--- src/hfsa_pkg.sv ---
// Shared constants and controller/datapath interface types for the slot allocator.
package hfsa_pkg;

    localparam int unsigned DEF_MAX_SLOTS = 1024;
    localparam int unsigned FIELD_W       = 11;
    localparam int unsigned MAP_WORD_W    = 32;
    localparam int unsigned BIT_IDX_W     = 5;
    localparam int unsigned SLOT_CAP      = 2047;
    localparam logic [FIELD_W-1:0] NUM_GATES_RESET = 11'd1024;
    localparam logic [FIELD_W-1:0] COUNT_MAX       = 11'd2047;

    // Commands from the controller to the datapath.
    typedef struct packed {
        logic capture;     // take a new request and set up the scan
        logic rd_step;     // read the next lower map word
        logic commit_hit;  // mark the found slot used and count it
        logic commit_fail; // set the sticky halt flag
        logic out_load;    // move the result into the output register
    } t_ctrl_cmd;

    // Status from the datapath to the controller.
    typedef struct packed {
        logic skip;        // request needs no scan (halted or empty range)
        logic halted;      // sticky halt flag
        logic hit;         // the current map word holds a free slot in range
        logic last_word;   // the current map word is word zero
    } t_dp_status;

endpackage

--- src/hfsa_ctrl.sv ---
// Controller state machine that sequences the downward scan of the free map.
module hfsa_ctrl
    import hfsa_pkg::*;
(
    input  logic       i_clk,
    input  logic       i_rst_n,
    input  logic       i_in_valid,
    output logic       o_in_ready,
    output logic       o_out_valid,
    input  logic       i_out_ready,
    input  t_dp_status i_status,
    output t_ctrl_cmd  o_cmd
);

    typedef enum logic [1:0] {
        ST_IDLE,
        ST_READ,
        ST_EVAL,
        ST_FINISH
    } t_state;

    t_state r_state, n_state;
    logic   r_out_valid, n_out_valid;

    always_comb begin
        n_state     = r_state;
        n_out_valid = r_out_valid;
        o_cmd       = '0;
        o_in_ready  = (r_state == ST_IDLE);

        if (r_out_valid && i_out_ready) begin
            n_out_valid = 1'b0;
        end

        unique case (r_state)
            ST_IDLE: begin
                if (i_in_valid) begin
                    o_cmd.capture = 1'b1;
                    n_state       = ST_READ;
                end
            end
            ST_READ: begin
                if (i_status.skip) begin
                    o_cmd.commit_fail = !i_status.halted;
                    n_state           = ST_FINISH;
                end else begin
                    n_state = ST_EVAL;
                end
            end
            ST_EVAL: begin
                if (i_status.hit) begin
                    o_cmd.commit_hit = 1'b1;
                    n_state          = ST_FINISH;
                end else if (i_status.last_word) begin
                    o_cmd.commit_fail = 1'b1;
                    n_state           = ST_FINISH;
                end else begin
                    o_cmd.rd_step = 1'b1;
                end
            end
            ST_FINISH: begin
                if (!r_out_valid || i_out_ready) begin
                    o_cmd.out_load = 1'b1;
                    n_out_valid    = 1'b1;
                    n_state        = ST_IDLE;
                end
            end
            default: begin
                n_state = ST_IDLE;
            end
        endcase
    end

    always_ff @(posedge i_clk) begin
        if (!i_rst_n) begin
            r_state     <= ST_IDLE;
            r_out_valid <= 1'b0;
        end else begin
            r_state     <= n_state;
            r_out_valid <= n_out_valid;
        end
    end

    assign o_out_valid = r_out_valid;

endmodule

--- src/hfsa_datapath.sv ---
// Datapath: free-map memory, scan pointer, grant counter, halt flag and output register.
module hfsa_datapath
    import hfsa_pkg::*;
#(
    parameter int unsigned MAX_SLOTS = DEF_MAX_SLOTS
) (
    input  logic               i_clk,
    input  logic               i_rst_n,
    input  logic               i_cfg_valid,
    input  logic [FIELD_W-1:0] i_cfg_data,
    input  logic [FIELD_W-1:0] i_requested_limit,
    input  t_ctrl_cmd          i_cmd,
    output t_dp_status         o_status,
    output logic [FIELD_W-1:0] o_granted_slot,
    output logic               o_granted,
    output logic [FIELD_W-1:0] o_grant_count,
    output logic               o_halted
);

    // Slot indices never exceed what the 11-bit slot count can reach.
    localparam int unsigned TOP_MAX = (MAX_SLOTS > SLOT_CAP) ? SLOT_CAP : MAX_SLOTS;
    localparam int unsigned WORDS   = TOP_MAX / MAP_WORD_W + 1;
    localparam int unsigned AW      = (WORDS > 1) ? $clog2(WORDS) : 1;
    localparam logic [FIELD_W-1:0] TOP_LIM = FIELD_W'(TOP_MAX);

    logic [MAP_WORD_W-1:0] r_map [WORDS];
    logic [WORDS-1:0]      r_word_valid;
    logic [MAP_WORD_W-1:0] r_rd_data;
    logic                  r_rd_valid;

    logic [FIELD_W-1:0]    r_num_gates;
    logic [FIELD_W-1:0]    r_count, n_count;
    logic                  r_stopped;
    logic                  r_skip;
    logic [AW-1:0]         r_word;
    logic [MAP_WORD_W-1:0] r_mask;
    logic [FIELD_W-1:0]    r_slot;

    logic [FIELD_W-1:0]    r_out_slot;
    logic [FIELD_W-1:0]    r_out_count;
    logic                  r_out_halted;

    logic [FIELD_W-1:0]    gates_clamped;
    logic [FIELD_W-1:0]    top;
    logic [AW-1:0]         rd_addr;
    logic [MAP_WORD_W-1:0] cur_word;
    logic [MAP_WORD_W-1:0] free_bits;
    logic [BIT_IDX_W-1:0]  hit_bit;
    logic [MAP_WORD_W-1:0] hit_onehot;

    function automatic logic [BIT_IDX_W-1:0] highest_set(input logic [MAP_WORD_W-1:0] v);
        logic [BIT_IDX_W-1:0] idx;
        idx = '0;
        for (int i = 0; i < MAP_WORD_W; i++) begin
            if (v[i]) begin
                idx = BIT_IDX_W'(i);
            end
        end
        return idx;
    endfunction

    always_comb begin
        gates_clamped = (r_num_gates < TOP_LIM) ? r_num_gates : TOP_LIM;
        top           = (i_requested_limit < gates_clamped) ? i_requested_limit : gates_clamped;
        rd_addr       = i_cmd.rd_step ? (r_word - AW'(1)) : r_word;
        cur_word      = r_rd_valid ? r_rd_data : '0;
        free_bits     = ~cur_word & r_mask;
        if (r_word == '0) begin
            // Bit zero of word zero is slot zero, which is never a real slot.
            free_bits[0] = 1'b0;
        end
        hit_bit    = highest_set(free_bits);
        hit_onehot = MAP_WORD_W'(1) << hit_bit;
        n_count    = (r_count < COUNT_MAX) ? (r_count + FIELD_W'(1)) : r_count;
    end

    assign o_status.skip      = r_skip;
    assign o_status.halted    = r_stopped;
    assign o_status.hit       = |free_bits;
    assign o_status.last_word = (r_word == '0);

    // Map memory with registered read; per-word valid bits give the all-free reset.
    always_ff @(posedge i_clk) begin
        r_rd_data <= r_map[rd_addr];
        if (i_cmd.commit_hit) begin
            r_map[r_word] <= cur_word | hit_onehot;
        end
    end

    always_ff @(posedge i_clk) begin
        if (!i_rst_n) begin
            r_word_valid <= '0;
            r_rd_valid   <= 1'b0;
        end else begin
            r_rd_valid <= r_word_valid[rd_addr];
            if (i_cmd.commit_hit) begin
                r_word_valid[r_word] <= 1'b1;
            end
        end
    end

    always_ff @(posedge i_clk) begin
        if (!i_rst_n) begin
            r_num_gates <= NUM_GATES_RESET;
            r_count     <= '0;
            r_stopped   <= 1'b0;
        end else begin
            if (i_cfg_valid) begin
                r_num_gates <= i_cfg_data;
            end
            if (i_cmd.commit_hit) begin
                r_count <= n_count;
            end
            if (i_cmd.commit_fail) begin
                r_stopped <= 1'b1;
            end
        end
    end

    always_ff @(posedge i_clk) begin
        if (i_cmd.capture) begin
            r_skip <= r_stopped || (top == '0);
            r_word <= AW'(top[FIELD_W-1:BIT_IDX_W]);
            r_mask <= {MAP_WORD_W{1'b1}} >> (BIT_IDX_W'(MAP_WORD_W - 1) - top[BIT_IDX_W-1:0]);
            r_slot <= '0;
        end else if (i_cmd.rd_step) begin
            r_word <= r_word - AW'(1);
            r_mask <= {MAP_WORD_W{1'b1}};
        end
        if (i_cmd.commit_hit) begin
            r_slot <= FIELD_W'({r_word, hit_bit});
        end
        if (i_cmd.out_load) begin
            r_out_slot   <= r_slot;
            r_out_count  <= r_count;
            r_out_halted <= r_stopped;
        end
    end

    assign o_granted_slot = r_out_slot;
    assign o_granted      = (r_out_slot != '0);
    assign o_grant_count  = r_out_count;
    assign o_halted       = r_out_halted;

endmodule

--- src/highest_free_slot_allocator_core.sv ---
// Top level of the highest-free-slot allocator: controller and datapath.
//
// Usage. Requests arrive on the input channel (i_in_valid / o_in_ready) as a beat
// carrying i_requested_limit. Each request yields exactly one result beat on the
// output channel (o_out_valid / i_out_ready): the granted slot (zero for no grant),
// a granted flag, the running grant count and the sticky halt flag.
// The slot count is written through the configuration channel (i_cfg_valid /
// o_cfg_ready, data i_cfg_data); it is always ready and should be written only
// while no request is in flight.
// Sequencing: a request is captured, its top map word is read, and the downward
// scan then evaluates one 32-bit word of the free map per cycle until it finds
// a free slot or passes word zero; the result is then loaded into the output
// register. Requests that need no scan (already halted, or an empty range) go
// straight to the result. One request is worked on at a time.
// Reset: the synchronous active-low reset frees every slot at once via per-word
// valid bits, clears the grant count and halt flag and sets the slot count to 1024.
// Stalls: the result sits in an output register; a new request is taken while it
// waits, and a second finished result waits in the controller until the
// receiver takes the first.
module highest_free_slot_allocator_core
    import hfsa_pkg::*;
#(
    parameter int unsigned MAX_SLOTS = DEF_MAX_SLOTS
) (
    input  logic               i_clk,
    input  logic               i_rst_n,
    input  logic               i_cfg_valid,
    output logic               o_cfg_ready,
    input  logic [FIELD_W-1:0] i_cfg_data,
    input  logic               i_in_valid,
    output logic               o_in_ready,
    input  logic [FIELD_W-1:0] i_requested_limit,
    output logic               o_out_valid,
    input  logic               i_out_ready,
    output logic [FIELD_W-1:0] o_granted_slot,
    output logic               o_granted,
    output logic [FIELD_W-1:0] o_grant_count,
    output logic               o_halted
);

    t_ctrl_cmd  cmd;
    t_dp_status status;

    // The slot count register takes a write in any cycle.
    assign o_cfg_ready = 1'b1;

    hfsa_ctrl u_ctrl (
        .i_clk       (i_clk),
        .i_rst_n     (i_rst_n),
        .i_in_valid  (i_in_valid),
        .o_in_ready  (o_in_ready),
        .o_out_valid (o_out_valid),
        .i_out_ready (i_out_ready),
        .i_status    (status),
        .o_cmd       (cmd)
    );

    hfsa_datapath #(
        .MAX_SLOTS (MAX_SLOTS)
    ) u_datapath (
        .i_clk             (i_clk),
        .i_rst_n           (i_rst_n),
        .i_cfg_valid       (i_cfg_valid),
        .i_cfg_data        (i_cfg_data),
        .i_requested_limit (i_requested_limit),
        .i_cmd             (cmd),
        .o_status          (status),
        .o_granted_slot    (o_granted_slot),
        .o_granted         (o_granted),
        .o_grant_count     (o_grant_count),
        .o_halted          (o_halted)
    );

endmodule

--- config.mk ---
export PLATFORM = sky130hd
export DESIGN_NAME = highest_free_slot_allocator_core
export DESIGN_NICKNAME = d
export VERILOG_FILES = /design/src/hfsa_pkg.sv /design/src/hfsa_ctrl.sv /design/src/hfsa_datapath.sv /design/src/highest_free_slot_allocator_core.sv
export SDC_FILE = /design/constraint.sdc
export NUM_CORES = 2
export LEC_CHECK = 0
export ABC_CLOCK_PERIOD_IN_PS = 13200
export BUFFER_PORTS_ARGS = -buffer_cell sky130_fd_sc_hd__buf_2
export CAP_MARGIN = 20
export CORE_UTILIZATION = 50
export CTS_BUF_LIST = sky130_fd_sc_hd__clkbuf_16
export CTS_CLUSTER_SIZE = 14
export DETAILED_ROUTE_END_ITERATION = 10
export GPL_ROUTABILITY_DRIVEN = 0
export PLACE_DENSITY = 0.65
export SLEW_MARGIN = 20
export SYNTH_ARGS = -nofsm -noshare
export SYNTH_HDL_FRONTEND = slang
export SYNTH_HIERARCHICAL = 1
export SYNTH_SLANG_ARGS = --single-unit
export TNS_END_PERCENT = 1
--- constraint.sdc ---
create_clock -name i_clk -period 13.2 [get_ports i_clk]
set_input_delay 2.64 -clock i_clk [delete_from_list [all_inputs] [get_ports i_clk]]
set_output_delay 2.64 -clock i_clk [all_outputs]
set_load 0.05 [all_outputs]
==> results.toml <==
[run_status]
outcome = "finished clean"

[power]
ir_drop_v = 0.000200
cellPowerDensity_mw_per_mm2 = 197
p_leak_nw = 17.2
power_w = 0.0107

[drt]
antenna_left = 0
drc = 0
totalWireLength_mm = 122
via_per_inst = 6.42
drtPass1Iterations = 6
num_vias = 24853
drt_first_iter_violations = 3376
wl_per_cell_um = 31.5

[yosys]
yosysTopAreaCellShare = 0.704
yosysSeqAreaShare = 0.745
ys_async_sr_fraction = 0
yosysMostFrequentCell = "edfxtp_1"
synth_cells = 2380
syn-num-nets = 2425
synth.top_cells.by_count = "edfxtp_1 (1122), mux4_2 (297), nand2_1 (135)"
yosys.area.top_type = "edfxtp_1"
synth_area_per_cell_um2 = 20.1
ys_ff_latch = 1220
synth_top_cells_by_area = "edfxtp_1 (70%), mux4_2 (14%), dfxtp_1 (4.1%), nand2_1 (1.1%), mux2i_1 (1.0%)"
synth_cell_types = 78
synthFlopType = "edfxtp_1"
synth.cell_area_mm2 = 0.0478
synth_edf_count = 1122
ys_warn_count = 6

[global_routing]
grt_pass1_vias = 24116
antenna_found_initial = 3
grt-ovfl-total = 0
grtUsageTotal = 0.253
grt_max_degree = 136
grt_pass1_wl_mm = 174

[final_layout]
area_delta_synth_final_pct = 13.1
num-nets-final = 2546
drive_gt1_frac = 0.263
num-fill-cells = 6840
seqCellArea_mm2 = 0.0357
multiInputGateArea_mm2 = 0.0121

[setup_path]
regToRegSetupSlack_ns = 6.68
slowest_stage = "buf_4"
crit_chain = "buf_4, nand2_1, nand2_1, nand2_1, or3_1, nor2_1, o2111ai_1, nor3b_4, nor2_1, a21oi_4, buf_4, buf_4, mux4_2, mux4_2, o221a_1"
crit_fanout = 70
endpoint_kind = "flip-flop"
critPathArrivalTime_ns = 7.12
rr_endpoint = "u_datapath/r_rd_data[6]"
r2r-start = "u_datapath/r_rd_valid"
worstSetupStartpointType = "flip-flop"
worst_ep_required_time_ns = 13.80
r2r_cells = 15
critical_path_class = "flip-flop to flip-flop"
cpPeakStageDelay_ns = 0.85

[min_path]
whs_endpoint = "u_datapath/o_granted_slot[8]"
min_path_type = "flip-flop to flip-flop"
hp-start = "u_datapath/r_slot[8]"
whs_path_depth = 0

[timing]
fin_ws_ns = 6.68
worst-slew-pin-transition_ns = 1.16
setup_viol = 0
rsz0062_at_grt = "no"
finalClockSkew_ns = 0.0434
final_max_slew_viol_count = 0
setup_tns_ns = 0
maxSlewHeadroom = 0.225
fin_crit_sh = 0.494
hold_violations = 0
period_minus_slack_ns = 6.52
fmax_mhz = 153

[floorplanning]
start_util = 0.504
dieArea_mm2 = 0.0969
core_mm2 = 0.0949
die_w_um = 311
pin_count = 54
die_h_um = 311
rows = 113

[clocking]
numCtsBuffers = 116
cts-htree-levels = 3
cts_hold_buf = 0
clkLatencyLatePin_ns = 0.72
root_buffer = "clkbuf_16"
clk_pin_slew_worst_paths_ns = 0.06
cts_sinks = 1220
post-cts-setup-buffer-count = 0
clk_path_buf_depth = 3
tritoncts = "built"
ctsResizeCount = 0

[placement]
hpwlAfterDp_mm = 62.8
port_buffers = 52
place_ws_ns = 6.84

[flow_run]
drv_cap = 0
==> flip-flops by register name, summed over array words and instances, names as in the netlist <==
register	flops
u_datapath/r_slot	11
u_datapath/r_map	1056
u_datapath/r_word_valid	33
u_datapath/r_rd_valid	1
u_datapath/r_word	6
u_datapath/r_num_gates	11
u_datapath/o_grant_count	11
u_datapath/r_skip	1
u_ctrl/o_out_valid	1
u_datapath/r_count	11
u_datapath/r_rd_data	32
u_datapath/o_granted_slot	11
u_ctrl/r_state	2
u_datapath/r_stopped	1
u_datapath/o_halted	1
u_datapath/r_mask	31
==> layout make-up <==
type | count | area share
Antenna cell | 1 | 0.0000463
Clock buffer | 117 | 0.0541
Clock inverter | 103 | 0.0145
Inverter | 29 | 0.00201
Multi-Input combinational cell | 1002 | 0.223
Sequential cell | 1220 | 0.659
Tap cell | 1265 | 0.0293
Timing Repair Buffer | 132 | 0.0179
==> worst max path at each step <==
stage / startpoint / endpoint / cells past startpoint
floorplan: u_datapath/r_rd_valid / u_datapath/r_map[32][0] / 8
global placement: u_datapath/r_rd_valid / u_datapath/r_rd_data[6] / 13
detailed placement: u_datapath/r_rd_valid / u_datapath/r_rd_data[22] / 13
CTS: u_datapath/r_rd_valid / u_datapath/r_rd_data[6] / 13
global route: u_datapath/r_rd_valid / u_datapath/r_rd_data[31] / 14
finish: u_datapath/r_rd_valid / u_datapath/r_rd_data[6] / 15
==> logic make-up after synthesis <==
logic type / synth area share
flip-flops: 0.745
AND/OR/NAND/NOR: 0.0361
multiplexers: 0.151
AO/OA/AOI/OAI: 0.0430
buffers and inverters: 0.0163
adder cells (fa/ha/maj): 0.00471
XOR/XNOR: 0.00327
other: 0.0000784
==> cells in the final DEF (no fill, tap or decap), drive strengths merged, types with 13 or more instances in the layout <==
cell and instances:
a21oi 21, a32oi 34, and2 20, buf 132, clkbuf 117, clkinv 60, dfxtp 98, edfxtp 1122
ha 18, inv 57, mux2i 48, mux4 297, nand2 136, nand2b 26, nand3 15, nor2 68
nor2b 21, nor3 15, o21a 40, o21ai 39, o221a 34, o31ai 22, or3 13
==> metrics by stage <==
step / hold WS (ns) / util / std cells / area, um^2
global route: 0.411 / 0.570 / 3868 / 54100
CTS: 0.412 / 0.568 / 3853 / 53900
finish: 0.397 / 0.570 / 3869 / 54100
detailed placement: 0.407 / 0.529 / 3633 / 50100
global placement: 0.407 / 0.528 / 3632 / 50100
floorplan: 0.400 / - / 2380 / 47800
==> layer usage <==
metal	vias to the layer above	share of wire	track usage
li1	10103	-	-
met4	2	0.031	0.0839
met2	1302	0.47	0.387
met5	-	0.00011	0
met1	13235	0.41	0.373
met3	211	0.091	0.0413
==> worst max-delay path: cells and delay by family, from the launching register on <==
kind,cells,cell delay (ns)
buf+inv,3,2.19
flops,1,0.32
mux,2,0.90
simple gates,7,2.06
compound gates,3,0.70
==> power by group <==
group	total (W)	leakage, nW	switching [W]	internal, W
combinational	0.00272	4.28	0.00155	0.00117
clock	0.00323	1.91	0.00142	0.00181
sequential	0.00473	11.1	0.000169	0.00456
No activity file was read; power rests on OpenSTA's default activity.
